[src/rtl/core/flh_pkg.sv]
`timescale 1ns / 1ps
`default_nettype none
package flh_pkg;
	localparam int HEAP_BYTES   = 65536;
	localparam int HEADER_BYTES = 16;
	localparam int MAX_SEGMENTS = 2048;

	localparam int GRAN_BYTES = 16;
	localparam int HEAP_GRAN  = HEAP_BYTES / GRAN_BYTES;
	localparam int HDR_GRAN   = (HEADER_BYTES + 15) / GRAN_BYTES;
	localparam int HDR_OFS    = HDR_GRAN * GRAN_BYTES;

	localparam int SEG_AW = $clog2(MAX_SEGMENTS);
	localparam int CNT_W  = SEG_AW + 1;
	localparam int GST_W  = $clog2(HEAP_GRAN);
	localparam int GLEN_W = GST_W + 1;

	localparam int REQ_W  = 17;
	localparam int ADDR_W = 16;
	localparam int STAT_W = 17;

	typedef enum logic [1:0] {
		STRAT_BEST  = 2'd0,
		STRAT_FIRST = 2'd1,
		STRAT_NEXT  = 2'd2,
		STRAT_WORST = 2'd3
	} strat_t;

	typedef enum logic [1:0] {
		ST_DONE = 2'd0,
		ST_FAIL = 2'd1,
		ST_NULL = 2'd2
	} status_t;

	typedef enum logic {
		OP_ALLOC = 1'b0,
		OP_FREE  = 1'b1
	} op_t;

	typedef struct packed {
		logic [GST_W-1:0]  st;
		logic [GLEN_W-1:0] len;
	} seg_ent_t;

	typedef struct packed {
		logic              en;
		logic [SEG_AW-1:0] addr;
		seg_ent_t          data;
	} seg_wr_t;

	typedef struct packed {
		logic              en;
		logic [SEG_AW-1:0] addr;
	} seg_rd_t;

	typedef struct packed {
		logic              en;
		logic [GST_W-1:0]  addr;
		logic [GLEN_W-1:0] data;
	} blk_wr_t;

	typedef struct packed {
		logic             en;
		logic [GST_W-1:0] addr;
	} blk_rd_t;
endpackage
`default_nettype wire

[src/rtl/core/flh_ctrl.sv]
`timescale 1ns / 1ps
`default_nettype none
module flh_ctrl import flh_pkg::*; (
	input  wire logic              clk,
	input  wire logic              arst_n,
	input  wire strat_t            strategy,
	input  wire logic              rover_clr,
	input  wire logic              in_valid,
	output logic                   in_ready,
	input  wire logic              op,
	input  wire logic [REQ_W-1:0]  request_bytes,
	input  wire logic [ADDR_W-1:0] free_address,
	output logic                   out_valid,
	input  wire logic              out_ready,
	output logic [1:0]             status,
	output logic [ADDR_W-1:0]      address,
	output logic [CNT_W-1:0]       free_blocks,
	output logic [STAT_W-1:0]      largest_free,
	output logic [STAT_W-1:0]      total_free,
	output seg_wr_t                seg_wr,
	output seg_rd_t                seg_rd,
	input  wire seg_ent_t          seg_rdata,
	output blk_wr_t                blk_wr,
	output blk_rd_t                blk_rd,
	input  wire logic [GLEN_W-1:0] blk_rdata
);
	typedef enum logic [12:0] {
		S_INIT    = 13'b0000000000001,
		S_IDLE    = 13'b0000000000010,
		S_AL_SCAN = 13'b0000000000100,
		S_AL_DEC  = 13'b0000000001000,
		S_FR_RD   = 13'b0000000010000,
		S_FR_CHK  = 13'b0000000100000,
		S_FR_SCAN = 13'b0000001000000,
		S_FR_DEC  = 13'b0000010000000,
		S_SHIFT   = 13'b0000100000000,
		S_INS     = 13'b0001000000000,
		S_STAT_GO = 13'b0010000000000,
		S_STAT    = 13'b0100000000000,
		S_DONE    = 13'b1000000000000
	} state_t;

	state_t state_q;
	logic [CNT_W-1:0]  count_q;
	logic [SEG_AW-1:0] rover_q;
	logic [GLEN_W-1:0] total_q;

	// read stream
	logic [SEG_AW-1:0] r_q;
	logic [CNT_W-1:0]  rem_q;
	logic              dir_q;
	logic              wrap_q;
	logic              rd_v_s1;
	logic [SEG_AW-1:0] rd_idx_s1;

	logic [GLEN_W-1:0] need_q;
	logic [GST_W-1:0]  s_q;
	logic [GLEN_W-1:0] blen_q;
	logic              found_q;
	logic [SEG_AW-1:0] pidx_q;
	logic [GST_W-1:0]  pst_q;
	logic [GLEN_W-1:0] plen_q;
	logic              hasp_q, hasn_q;
	logic [GST_W-1:0]  pvst_q, nxst_q;
	logic [GLEN_W-1:0] pvln_q, nxln_q;
	logic [CNT_W-1:0]  p_q;
	logic              ins_q;
	logic [GLEN_W-1:0] lg_q;
	logic [1:0]        res_status_q;
	logic [ADDR_W-1:0] res_addr_q;

	logic              out_valid_q;
	logic [1:0]        out_status_q;
	logic [ADDR_W-1:0] out_addr_q;
	logic [CNT_W-1:0]  out_cnt_q;
	logic [GLEN_W-1:0] out_lg_q, out_tot_q;

	logic              in_acc, issue, scan_end;
	logic [SEG_AW-1:0] r_nx, base;
	logic [13:0]       need14;
	logic              too_large, fa_bad;
	logic              fit, better, take;
	logic              al_exact, al_fail;
	logic [REQ_W-1:0]  al_ofs;
	logic [13:0]       pv_end, s_end;
	logic              mprev, mnext, ovp, ovn, full, fr_fail;
	logic              blen_bad;

	assign in_ready = (state_q == S_IDLE);
	assign in_acc   = in_valid && in_ready;
	assign issue    = (rem_q != '0) &&
		(state_q == S_AL_SCAN || state_q == S_FR_SCAN || state_q == S_SHIFT
		|| state_q == S_STAT);
	assign scan_end = (rem_q == '0) && !rd_v_s1;

	always_comb begin
		if (dir_q) begin
			if (wrap_q && (CNT_W'(r_q) + CNT_W'(1)) == count_q) begin
				r_nx = '0;
			end else begin
				r_nx = r_q + SEG_AW'(1);
			end
		end else begin
			r_nx = r_q - SEG_AW'(1);
		end
	end

	assign base = (strategy == STRAT_NEXT && CNT_W'(rover_q) < count_q) ? rover_q : '0;
	assign need14 = 14'(HDR_GRAN) + 14'((18'(request_bytes) + 18'd15) >> 4);
	assign too_large = need14 > 14'(HEAP_GRAN);
	assign fa_bad = (free_address < ADDR_W'(HDR_OFS)) || (free_address[3:0] != 4'd0);

	assign fit    = seg_rdata.len >= need_q;
	assign better = !found_q
		|| (strategy == STRAT_BEST && seg_rdata.len < plen_q)
		|| (strategy == STRAT_WORST && seg_rdata.len > plen_q);
	assign take   = fit && better;

	assign al_exact = (plen_q == need_q);
	assign al_ofs   = {1'b0, pst_q, 4'd0} + REQ_W'(HDR_OFS);
	assign al_fail  = !found_q || al_ofs[REQ_W-1];

	assign pv_end  = 14'(pvst_q) + 14'(pvln_q);
	assign s_end   = 14'(s_q) + 14'(blen_q);
	assign mprev   = hasp_q && pv_end == 14'(s_q);
	assign ovp     = hasp_q && pv_end > 14'(s_q);
	assign mnext   = hasn_q && s_end == 14'(nxst_q);
	assign ovn     = hasn_q && s_end > 14'(nxst_q);
	assign full    = !mprev && !mnext && count_q >= CNT_W'(MAX_SEGMENTS);
	assign fr_fail = ovp || ovn || full;

	assign blen_bad = (blk_rdata == '0) ||
		(blk_rdata > GLEN_W'(HEAP_GRAN) - GLEN_W'(s_q));

	always_comb begin
		seg_wr = '0;
		blk_wr = '0;
		seg_rd.en   = issue;
		seg_rd.addr = r_q;
		blk_rd.en   = (state_q == S_FR_RD);
		blk_rd.addr = s_q;
		case (state_q)
			S_INIT: begin
				seg_wr.en       = 1'b1;
				seg_wr.addr     = '0;
				seg_wr.data.st  = '0;
				seg_wr.data.len = GLEN_W'(HEAP_GRAN);
			end
			S_AL_DEC: begin
				if (!al_fail) begin
					blk_wr.en   = 1'b1;
					blk_wr.addr = pst_q;
					blk_wr.data = need_q;
					if (!al_exact) begin
						seg_wr.en       = 1'b1;
						seg_wr.addr     = pidx_q;
						seg_wr.data.st  = GST_W'(GLEN_W'(pst_q) + need_q);
						seg_wr.data.len = plen_q - need_q;
					end
				end
			end
			S_FR_DEC: begin
				if (!fr_fail) begin
					blk_wr.en   = 1'b1;
					blk_wr.addr = s_q;
					blk_wr.data = '0;
					if (mprev) begin
						seg_wr.en      = 1'b1;
						seg_wr.addr    = SEG_AW'(p_q - CNT_W'(1));
						seg_wr.data.st = pvst_q;
						seg_wr.data.len = mnext ? pvln_q + blen_q + nxln_q : pvln_q + blen_q;
					end else if (mnext) begin
						seg_wr.en       = 1'b1;
						seg_wr.addr     = SEG_AW'(p_q);
						seg_wr.data.st  = s_q;
						seg_wr.data.len = nxln_q + blen_q;
					end
				end
			end
			S_SHIFT: begin
				if (rd_v_s1) begin
					seg_wr.en   = 1'b1;
					seg_wr.addr = dir_q ? rd_idx_s1 - SEG_AW'(1) : rd_idx_s1 + SEG_AW'(1);
					seg_wr.data = seg_rdata;
				end
			end
			S_INS: begin
				seg_wr.en       = 1'b1;
				seg_wr.addr     = SEG_AW'(p_q);
				seg_wr.data.st  = s_q;
				seg_wr.data.len = blen_q;
			end
			default: begin
			end
		endcase
	end

	always_ff @(posedge clk or negedge arst_n) begin
		if (!arst_n) begin
			state_q     <= S_INIT;
			count_q     <= CNT_W'(1);
			rover_q     <= '0;
			total_q     <= GLEN_W'(HEAP_GRAN);
			rem_q       <= '0;
			rd_v_s1     <= 1'b0;
			out_valid_q <= 1'b0;
		end else begin
			rd_v_s1   <= issue;
			rd_idx_s1 <= r_q;
			if (issue) begin
				rem_q <= rem_q - CNT_W'(1);
				r_q   <= r_nx;
			end
			if (out_valid_q && out_ready) begin
				out_valid_q <= 1'b0;
			end
			if (rover_clr) begin
				rover_q <= '0;
			end
			case (state_q)
				S_INIT: begin
					state_q <= S_IDLE;
				end
				S_IDLE: begin
					if (in_acc) begin
						res_addr_q <= '0;
						if (op == OP_ALLOC) begin
							need_q <= GLEN_W'(need14);
							if (too_large) begin
								res_status_q <= ST_FAIL;
								state_q      <= S_STAT_GO;
							end else begin
								found_q <= 1'b0;
								rem_q   <= count_q;
								r_q     <= base;
								dir_q   <= 1'b1;
								wrap_q  <= 1'b1;
								state_q <= S_AL_SCAN;
							end
						end else begin
							s_q <= GST_W'((free_address - ADDR_W'(HDR_OFS)) >> 4);
							if (free_address == '0) begin
								res_status_q <= ST_NULL;
								state_q      <= S_STAT_GO;
							end else if (fa_bad) begin
								res_status_q <= ST_FAIL;
								state_q      <= S_STAT_GO;
							end else begin
								state_q <= S_FR_RD;
							end
						end
					end
				end
				S_AL_SCAN: begin
					if (rd_v_s1 && take) begin
						found_q <= 1'b1;
						pidx_q  <= rd_idx_s1;
						pst_q   <= seg_rdata.st;
						plen_q  <= seg_rdata.len;
					end
					if (scan_end) begin
						state_q <= S_AL_DEC;
					end
				end
				S_AL_DEC: begin
					if (al_fail) begin
						res_status_q <= ST_FAIL;
						state_q      <= S_STAT_GO;
					end else begin
						res_status_q <= ST_DONE;
						res_addr_q   <= al_ofs[ADDR_W-1:0];
						total_q      <= total_q - need_q;
						if (al_exact) begin
							count_q <= count_q - CNT_W'(1);
							if (strategy == STRAT_NEXT) begin
								rover_q <= (CNT_W'(pidx_q) < count_q - CNT_W'(1)) ? pidx_q : '0;
							end
							rem_q   <= count_q - CNT_W'(1) - CNT_W'(pidx_q);
							r_q     <= pidx_q + SEG_AW'(1);
							dir_q   <= 1'b1;
							wrap_q  <= 1'b0;
							ins_q   <= 1'b0;
							state_q <= S_SHIFT;
						end else begin
							if (strategy == STRAT_NEXT) begin
								rover_q <= pidx_q;
							end
							state_q <= S_STAT_GO;
						end
					end
				end
				S_FR_RD: begin
					state_q <= S_FR_CHK;
				end
				S_FR_CHK: begin
					blen_q <= blk_rdata;
					if (blen_bad) begin
						res_status_q <= ST_FAIL;
						state_q      <= S_STAT_GO;
					end else begin
						hasp_q  <= 1'b0;
						hasn_q  <= 1'b0;
						p_q     <= '0;
						rem_q   <= count_q;
						r_q     <= '0;
						dir_q   <= 1'b1;
						wrap_q  <= 1'b0;
						state_q <= S_FR_SCAN;
					end
				end
				S_FR_SCAN: begin
					if (rd_v_s1) begin
						if (seg_rdata.st < s_q) begin
							hasp_q <= 1'b1;
							pvst_q <= seg_rdata.st;
							pvln_q <= seg_rdata.len;
							p_q    <= CNT_W'(rd_idx_s1) + CNT_W'(1);
						end else if (!hasn_q) begin
							hasn_q <= 1'b1;
							nxst_q <= seg_rdata.st;
							nxln_q <= seg_rdata.len;
						end
					end
					if (scan_end) begin
						state_q <= S_FR_DEC;
					end
				end
				S_FR_DEC: begin
					if (fr_fail) begin
						res_status_q <= ST_FAIL;
						state_q      <= S_STAT_GO;
					end else begin
						res_status_q <= ST_DONE;
						total_q      <= total_q + blen_q;
						if (strategy == STRAT_NEXT) begin
							rover_q <= mprev ? SEG_AW'(p_q - CNT_W'(1)) : SEG_AW'(p_q);
						end
						if (mprev && mnext) begin
							count_q <= count_q - CNT_W'(1);
							rem_q   <= count_q - CNT_W'(1) - p_q;
							r_q     <= SEG_AW'(p_q + CNT_W'(1));
							dir_q   <= 1'b1;
							wrap_q  <= 1'b0;
							ins_q   <= 1'b0;
							state_q <= S_SHIFT;
						end else if (mprev || mnext) begin
							state_q <= S_STAT_GO;
						end else begin
							count_q <= count_q + CNT_W'(1);
							rem_q   <= count_q - p_q;
							r_q     <= SEG_AW'(count_q - CNT_W'(1));
							dir_q   <= 1'b0;
							wrap_q  <= 1'b0;
							ins_q   <= 1'b1;
							state_q <= S_SHIFT;
						end
					end
				end
				S_SHIFT: begin
					if (scan_end) begin
						state_q <= ins_q ? S_INS : S_STAT_GO;
					end
				end
				S_INS: begin
					state_q <= S_STAT_GO;
				end
				S_STAT_GO: begin
					lg_q    <= '0;
					rem_q   <= count_q;
					r_q     <= '0;
					dir_q   <= 1'b1;
					wrap_q  <= 1'b0;
					state_q <= S_STAT;
				end
				S_STAT: begin
					if (rd_v_s1 && seg_rdata.len > lg_q) begin
						lg_q <= seg_rdata.len;
					end
					if (scan_end) begin
						state_q <= S_DONE;
					end
				end
				S_DONE: begin
					if (!out_valid_q || out_ready) begin
						out_valid_q  <= 1'b1;
						out_status_q <= res_status_q;
						out_addr_q   <= res_addr_q;
						out_cnt_q    <= count_q;
						out_lg_q     <= lg_q;
						out_tot_q    <= total_q;
						state_q      <= S_IDLE;
					end
				end
				default: begin
					state_q <= S_IDLE;
				end
			endcase
		end
	end

	assign out_valid    = out_valid_q;
	assign status       = out_status_q;
	assign address      = out_addr_q;
	assign free_blocks  = out_cnt_q;
	assign largest_free = {out_lg_q, 4'd0};
	assign total_free   = {out_tot_q, 4'd0};

	a_count_max: assert property (@(posedge clk) disable iff (!arst_n)
		count_q <= CNT_W'(MAX_SEGMENTS))
		else $error("segment count above table depth");
	a_total_max: assert property (@(posedge clk) disable iff (!arst_n)
		total_q <= GLEN_W'(HEAP_GRAN))
		else $error("free total above heap size");
	a_idle_quiet: assert property (@(posedge clk) disable iff (!arst_n)
		state_q == S_IDLE |-> rem_q == '0 && !rd_v_s1)
		else $error("reads in flight while idle");
	a_busy_after_acc: assert property (@(posedge clk) disable iff (!arst_n)
		in_acc |=> state_q != S_IDLE)
		else $error("idle right after accepting a beat");
endmodule
`default_nettype wire

[config.mk]
export PLATFORM = sky130hd
export DESIGN_NAME = flh_ctrl
export DESIGN_NICKNAME = d
export VERILOG_FILES = /design/src/rtl/core/flh_pkg.sv /design/src/rtl/core/flh_ctrl.sv
export SDC_FILE = /design/constraint.sdc
export NUM_CORES = 1
export LEC_CHECK = 0
export BUFFER_PORTS_ARGS = -buffer_cell sky130_fd_sc_hd__buf_2
export CAP_MARGIN = 15
export CELL_PAD_IN_SITES_DETAIL_PLACEMENT = 1
export CELL_PAD_IN_SITES_GLOBAL_PLACEMENT = 2
export CORE_AREA = 5 5 260 262
export CTS_BUF_LIST = sky130_fd_sc_hd__clkbuf_8
export CTS_CLUSTER_SIZE = 16
export DETAILED_ROUTE_END_ITERATION = 8
export DIE_AREA = 0 0 265 267
export PLACE_DENSITY_LB_ADDON = 0.05
export SLEW_MARGIN = 5
export SYNTH_ARGS = -nofsm -noshare
export SYNTH_HDL_FRONTEND = slang
export SYNTH_SLANG_ARGS = --single-unit
[constraint.sdc]
create_clock -name clk -period 7.37 [get_ports clk]
set_clock_uncertainty 0.1 [all_clocks]
set_input_delay 0.3685 -clock clk [delete_from_list [all_inputs] [get_ports clk]]
set_output_delay 0.3685 -clock clk [all_outputs]
set_load 0.1 [all_outputs]
# After elaboration in Yosys (flattened, before gate mapping)
# Cells that the tools add are included.
word_totals:
  mem_bits_ro: 0
  latchBits: 0
  inputBits: 79
  ram_bits: 0
  register_bits: 314
  memories: 0
  word_cells: 311
  out_inout_bits: 154
classes:
  n_reduce_logical: 66
  add_sub_neg: 29
  n_shift: 0
  div: 0
  n_bitwise: 3
  multipliers: 0
  order_cmp: 13
  eq_ne: 40
  muxes: 126
op_table:
  columns: ["operator", "count"]
  rows:
  - ["$mux 11", 33]
  - ["$mux 37", 6]
  - ["$mux 12", 18]
  - ["$pmux 37 s5", 1]
  - ["$pmux 13 s12", 1]
  - ["$mux 13", 11]
  - ["$pmux 12 s5", 1]
  - ["$pmux 11 s5", 1]
  - ["$add 13x13->13", 4]
  - ["$mux 26", 2]
  - ["$pmux 13 s2", 2]
  - ["$pmux 26 s2", 1]
  - ["$pmux 12 s2", 2]
  - ["$add 11x1->11 const B", 4]
  - ["$gt 13x13->1", 3]
  - ["$sub 11x1->11 const B", 3]
  - ["$mux 16", 2]
  - ["$pmux 16 s2", 1]
  - ["$mux 1", 30]
  - ["$add 12x13->14", 2]
  - ["$eq 14x12->1", 2]
  - ["$gt 14x12->1", 2]
  - ["$ne 2x2->1 const B", 14]
  - ["$sub 13x13->13", 2]
  - ["other kinds (61)", 129]

# Logic depth before layout (Yosys ltp)
# Gate-level depths: netlist of run 1.
depth:
  word_depth: 10
  ltp_mapped: 28
  depth_no_buf: 26

# Worst setup path before layout of run 1
# No wires, ideal clock.
synth_path:
  kind: "reg2out"
  start: "register s_q[0]"
  end: "output port seg_wr[13] in the netlist's numbering"
  path_stages_with_launch: 27
  arrival_time_ns: 7.573
  required_time_ns: 6.902
  slack_ns: -0.671
  path_cell_list: "edfxtp_1 -> ha_1 -> inv_1 -> fa_1 -> nor2b_1 -> o21ai_0 -> a21boi_1 -> nand2b_1 -> a21oi_1 -> nor2_1 -> nor2_1 -> xnor2_1 -> ha_1 -> nand4_1 -> nor4_1 -> nand2_1 -> nor3_2 -> inv_1 -> ha_1 -> clkbuf_1 -> a221oi_1 -> a32o_1 -> o311a_1 -> and3_1 -> o21ai_1 -> clkbuf_1 -> o21ai_0"
synth_lines:
  columns: ["item", "line_no", "rtl"]
  rows:
  - ["from (decl)", "flh_ctrl.sv:57", "logic [GST_W-1:0] s_q;"]
  - ["from (signal assigned)", "flh_ctrl.sv:241", "s_q <= GST_W'((free_address - ADDR_W'(HDR_OFS)) >> 4);"]
  - ["to (decl)", "flh_ctrl.sv:20", "output seg_wr_t seg_wr,"]

==> impl_metrics.json, run 1 <==
{
  "num_vias": 23800,
  "rsz0062_at_grt": "yes",
  "r2r-start": "blen_q[4]",
  "hpwl_um": 88900,
  "die_w_um": 265,
  "ys.warnings.count": 0,
  "drtAntennaViolNets": 0,
  "tritoncts": "built",
  "path_clk_slew_ps": 60,
  "die_h_um": 267,
  "start_util_pct": 38.5,
  "reg2reg_to": "r_q[1]",
  "start_kind": "flip-flop",
  "p_leak_uw": 0.0122,
  "firstDrtPassIters": 9,
  "syn_area_per_cell_sq_um": 9.34,
  "cpPeakStageDelay_ps": 570,
  "p_per_area_nw_per_um2": 222,
  "numCtsBuffers": 61,
  "worst_pin_slew_ps": 1110,
  "outcome": "completed",
  "yosysMostFrequentCell": "ha_1",
  "min_period_ps": 7000,
  "min_period_over_period_pct": 95.0,
  "synth_area_sq_um": 25100,
  "viasPerCell": 6.09,
  "yosys.area.top_type_share_pct": 29.1,
  "cp_slowest_cell": "edfxtp_1",
  "ir_drop_mv": 0.196,
  "ys_seq_area_share_pct": 35.4,
  "crit_top_cell": "ha_1",
  "setup_viol": 0,
  "grt_max_degree": 55,
  "finalHoldViolations": 0,
  "hold_slack_ps": 62.4,
  "worstHoldPathType": "in2reg",
  "reg2regPathDepth": 25,
  "antenna_found_initial": 4,
  "placed_cells": 3718,
  "grt_pass1_wl_um": 164000,
  "yosys.cell_types.count": 110,
  "avgRoutedWirePerCell_um": 28.9,
  "path_class": "reg2out",
  "synth_area_leaders": "edfxtp_1 (29%), ha_1 (13%), dfrtp_1 (6.0%)",
  "endpoint_kind": "output port",
  "cp_max_fo": 22,
  "numClockSinks": 306,
  "portBuffers": 220,
  "syn-instance-count": 2684,
  "area_growth_pct": 19.3,
  "clock.fmax_ghz": 0.143,
  "synth_edf_count": 243,
  "drt_iter0_drc": 2246,
  "endpoint": "seg_wr[11]",
  "worstPathRequired_ps": 6900,
  "cp_top_family": "compound AO/OA/AOI/OAI gates",
  "yosys-top-cells-count": "ha_1 (251), edfxtp_1 (243), nor2_1 (204), nand2_1 (189), inv_1 (179)",
  "final_nets": 3329,
  "synthArstFlopShare_pct": 20.6,
  "pre_cts_slack_ps": 282,
  "fp.dieArea_sq_um": 70800,
  "route.detailed.drc": 0,
  "row_count": 94,
  "critPathArrivalTime_ps": 6530,
  "cp-startpoint": "blen_q[4]",
  "ys_ff_latch": 306,
  "cts-root-buf": "clkbuf_8",
  "slew_headroom_pct": 25.6,
  "slew_violations": 0,
  "routabilityCongestion": 0.959,
  "r2r_slack_ps": 1130,
  "setup_slack_ps": 372,
  "cts_buffer_depth": 3,
  "grt_usage_pct": 30.8,
  "cts_max_level": 2,
  "grt_pass1_vias": 24200,
  "drive_gt1_share_pct": 14.3,
  "cp.depth": 26,
  "ios": 233,
  "finalWirelength_um": 113000,
  "overflow": 0,
  "fillers": 7485,
  "cp.buffers_inverters": 4,
  "coreArea_sq_um": 65200,
  "clk_latency_ps": 740,
  "final_cells": 3905,
  "maxCapViolCount": 0,
  "ys.flop_type": "edfxtp_1",
  "synth_area_leader_cell": "edfxtp_1"
}
report_power, final:
group	total, uW	internal [uW]	switching [uW]	leakage, uW
combinational	2580	939	1650	0.00841
sequential	2180	1970	205	0.00308
clock	1880	988	888	0.000712
total	6640	3900	2740	0.0122
timing repair:
action	in CTS	in global routing
setup buffers	0	4
setup endpoints to repair	33	40
hold buffers	66	0
pin swaps	0	2
hold endpoints to repair	137	0
resized for setup	3	6
cells in the final DEF (no fill, tap or decap), types with 66 or more instances in the layout:
cell           synthesis  final
xor2_1                81     81
edfxtp_1             243    243
nand3_1               83     82
a21oi_1              164    164
ha_1                 251    251
inv_1                179    198
clkbuf_8               0     67
o21ai_0              172    153
nor3_1                69     68
nor2_1               204    201
nand2_1              189    189
buf_2                 26    169
xnor2_1              171    171
dlygate4sd3_1          0     66
per-stage QoR:
step	util (%)	instance area, sq um	setup TNS, ps	total power [uW]
finish	45.9	29900	0	6640
global route	45.9	29900	-37.3	6960
CTS	45.8	29800	0	6620
detailed placement	42.8	27900	0	4700
global placement	42.8	27900	0	4650
floorplan	-	25100	-14550	3890
cell families (layout without fill, tap and decap cells):
family,after synthesis,after routing,share of synthesized area (%)
other,1,15,0.0150
DFF,306,306,35.4
AOI/OAI and AO/OA,700,700,18.9
buffers and inverters,293,636,4.90
and+or+nand+nor,850,850,17.6
xor gates and xnor gates,253,253,8.87
muxes,18,18,0.769
adders and majority gates,263,263,13.5
layer usage:
metal | global-route usage, % | wire length [um]
met1 | 45.1 | 51000
met3 | 4.76 | 9190
met5 | 0 | 0
met4 | 7.80 | 3000
met2 | 48.0 | 49600
worst min path at each step:
stage / from / endpoint / slack [ps] / cells after the start
after floorplan: arst_n / count_q[10] / -30 / 0
after global placement: res_addr_q[6] / address[6] / 300 / 0
after detailed placement: res_addr_q[6] / address[6] / 320 / 0
after CTS: request_bytes[4] / need_q[0] / 10 / 2
after global routing: free_address[5] / s_q[1] / 50 / 4
final: request_bytes[4] / need_q[0] / 60 / 2
registers in the layout, summed over array words and instances, names as in the netlist, 13 cells and up:
name       flops
pvln_q        13
nxln_q        13
need_q        13
out_tot_q     13
out_lg_q      13
plen_q        13
blen_q        13
total_q       13
lg_q          13
state_q       13
final cells by class:
type                       count  area, sq um  area share [%]
clock buffer                  67          922            3.08
clock inverter                48          342            1.14
multi-input combinational   2097        15100            50.4
tap                          864         1080            3.62
inverter                     185          699            2.34
sequential                   306         8880            29.7
timing repair buffer         336         2900            9.69
antenna                        2         5.00          0.0167
Note: power is estimated with default switching activity, not from simulation.
==> run 2, diff against run 1 <==
- ABC_AREA: default -> 1
- CORE_AREA: 5 5 260 262 -> 5 5 275 277
- CTS_CLUSTER_SIZE: 16 -> 10
- DIE_AREA: 0 0 265 267 -> 0 0 280 282
==> run 2 against run 1 <==
  * Worst hold slack lost 22 ps
  * Count of clock-buffer cells in the layout increased by 5
  * Design area increased by 4.0%
  * Clock power about the same
  * Sequential cell count is the same
  * Routed wire length increased by 13%
  * Combinational power is 51% lower
  * Sequential power decreased by 3%
  * Synthesized cell count grew 31%
  * Critical path depth fell by 6
  * Critical endpoint is now seg_wr[36]
  * Largest cell class unchanged
  * Largest power group is now registers
  * Highest routed layer is now met5
==> impl_metrics.json, run 2 <==
{
  "numCtsBuffers": 66,
  "ios": 233,
  "syn-instance-count": 3524,
  "yosysMostFrequentCell": "nand2_1",
  "worst_pin_slew_ps": 1170,
  "endpoint_kind": "output port",
  "ys.flop_type": "edfxtp_1",
  "row_count": 99,
  "fillers": 9066,
  "finalWirelength_um": 128000,
  "r2r_slack_ps": 1030,
  "syn_area_per_cell_sq_um": 7.55,
  "finalHoldViolations": 0,
  "final_cells": 4832,
  "layout_commonest_cell": "nand2_1",
  "maxCapViolCount": 0,
  "p_sw_share_pct": 37.7,
  "min_period_over_period_pct": 93.5,
  "ys.warnings.count": 0,
  "drive_gt1_share_pct": 11.4,
  "path_class": "reg2out",
  "cpPeakStageDelay_ps": 630,
  "antenna_found_initial": 4,
  "synth_area_sq_um": 26600,
  "worstPathRequired_ps": 6900,
  "final_nets": 4160,
  "yosys.cell_types.count": 67,
  "yosys-top-cells-count": "nand2_1 (723), inv_1 (470), nor2_1 (347), o21ai_0 (253), ha_1 (251)",
  "clock.fmax_ghz": 0.145,
  "hold_slack_ps": 40.7,
  "setup_viol": 0,
  "overflow": 0,
  "cts-resized-gates": 0,
  "drt_iter0_drc": 2322,
  "avgRoutedWirePerCell_um": 26.4,
  "ys_seq_area_share_pct": 33.4,
  "cts-root-buf": "clkbuf_8",
  "p_leak_uw": 0.0145,
  "die_h_um": 282,
  "postCtsSetupRepairBufs": 0,
  "drtAntennaViolNets": 0,
  "num_vias": 27300,
  "ys_ff_latch": 306,
  "setup-tns-final_ps": 0,
  "placed_cells": 4668,
  "p_seq_share_pct": 40.3,
  "synth_area_leader_cell": "edfxtp_1",
  "p_comb_share_pct": 24.0,
  "firstDrtPassIters": 6,
  "hpwl_um": 103000,
  "portBuffers": 220,
  "min_period_ps": 6890,
  "tritoncts": "built",
  "p_per_area_nw_per_um2": 170,
  "fp.dieArea_sq_um": 79000,
  "critPathArrivalTime_ps": 6430,
  "rsz0062_at_grt": "no",
  "cts_max_level": 3,
  "grt_usage_pct": 31.3,
  "synth_edf_count": 243,
  "area_growth_pct": 16.9,
  "start_kind": "flip-flop",
  "cp_slowest_cell": "o21ai_0",
  "switching_power_uw": 1990,
  "worstHoldPathType": "in2reg",
  "cts_buffer_depth": 3,
  "slew_violations": 0,
  "path_cells": "ha_1, inv_1, fa_1, nand3b_1, nand2_1, a21oi_1, o211a_1, xnor2_1, ha_1, nand2_1, nor3_1, nand3_1, ha_1, buf_4, nand2_1, nand3_4, inv_2, nand2_2, o21ai_0, buf_12",
  "ir_drop_mv": 0.199,
  "pwr-share-clk_pct": 35.7,
  "holdBufCountCts": 41,
  "path_clk_slew_ps": 60,
  "start_util_pct": 36.6,
  "coreArea_sq_um": 72600,
  "yosys.area.top_type_share_pct": 27.4,
  "clk_latency_ps": 660,
  "die_w_um": 280,
  "grt_max_degree": 59,
  "routabilityCongestion": 0.985,
  "synthArstFlopShare_pct": 20.6,
  "route.detailed.drc": 0,
  "final_cell_mix": "nand2_1 (723), inv_1 (495), nor2_1 (343)",
  "grt_pass1_vias": 27800,
  "p_int_uw": 3280,
  "synth_area_leaders": "edfxtp_1 (27%), ha_1 (12%), nand2_1 (10%)",
  "viasPerCell": 5.65,
  "outcome": "completed",
  "grt_pass1_wl_um": 184000,
  "cp_max_fo": 21,
  "numClockSinks": 306,
  "slew_headroom_pct": 21.4
}
run 2: cell count changes in the layout (fill, tap and decap cells not counted), moves of 45 or more:
cell / before / now
nand2_1: 189 / 723
inv_1: 198 / 495
nor2_1: 201 / 343
xnor2_1: 171 / 43
nand3_1: 82 / 189
o21ai_0: 153 / 253
a21oi_1: 164 / 250
xor2_1: 81 / 126
run 2: logic make-up (layout without fill, tap and decap cells):
kind of cell             after synthesis  count (layout)  synth area share, %
AND/OR/NAND/NOR                     1508            1508                 24.9
AO/OA/AOI/OAI                        703             703                 14.9
buffers and inverters                574             909                 8.45
flip-flops                           306             306                 33.4
adder cells (fa/ha/maj)              263             263                 12.7
XOR/XNOR                             169             169                 5.57
other                                  1              15               0.0141
run 2: per-stage QoR:
step / power (uW) / area [sq um] / setup WS [ps] / utilization, %
after detailed placement: 3370 / 29400 / 1170 / 40.5
final: 5270 / 31100 / 476 / 42.8
after global placement: 3350 / 29400 / 1440 / 40.5
after floorplan: 2920 / 26600 / 502 / -
after CTS: 5290 / 31100 / 542 / 42.8
after global routing: 5500 / 31100 / 189 / 42.8
run 2: power groups by stage:
stage | clock, uW | sequential (uW) | combinational (uW)
after floorplan | 0 | 2190 | 729
after global placement | 0 | 2150 | 1210
after detailed placement | 0 | 2150 | 1230
after CTS | 1920 | 2120 | 1250
after global routing | 2000 | 2130 | 1370
final | 1880 | 2120 | 1270
run 2: final timing paths:
check                          startpoint  depth (start not counted)     endpoint
max reg2reg                        s_q[0]                         23   count_q[5]
min reg2reg                res_addr_q[13]                          0  address[13]
max                                s_q[0]                         20   seg_wr[36]
min                          seg_rdata[4]                          1    nxln_q[4]
min in group asynchronous          arst_n                          2   count_q[4]
max in group asynchronous          arst_n                          3   total_q[9]
run 2: layout make-up:
class | count | area (sq um) | area share, %
diodes | 2 | 5.00 | 0.0161
clock buffers | 72 | 991 | 3.19
clock inverters | 49 | 279 | 0.898
inverters | 495 | 1860 | 5.99
multi-input cells | 2656 | 15500 | 50.0
flip-flops and latches | 306 | 8880 | 28.6
well taps | 959 | 1200 | 3.86
repair buffers | 293 | 2320 | 7.48
run 2: worst max-delay path: cells and delay by family, from the launching register on:
kind | cells | cell delay [ps]
AO/OA/AOI/OAI | 3 | 1030
AND/OR/NAND/NOR | 8 | 1940
buffers and inverters | 4 | 680
flip-flops | 1 | 590
adder cells (fa/ha/maj) | 4 | 1370
XOR/XNOR | 1 | 130
run 2: layer usage:
layer / share of wire [%] / track usage (%) / vias to the layer above
li1: - / - / 12600
met1: 44 / 42.6 / 13500
met2: 46 / 51.3 / 1032
met3: 6.7 / 4.63 / 210
met4: 3.7 / 10.2 / 2
met5: 0.016 / 0 / -
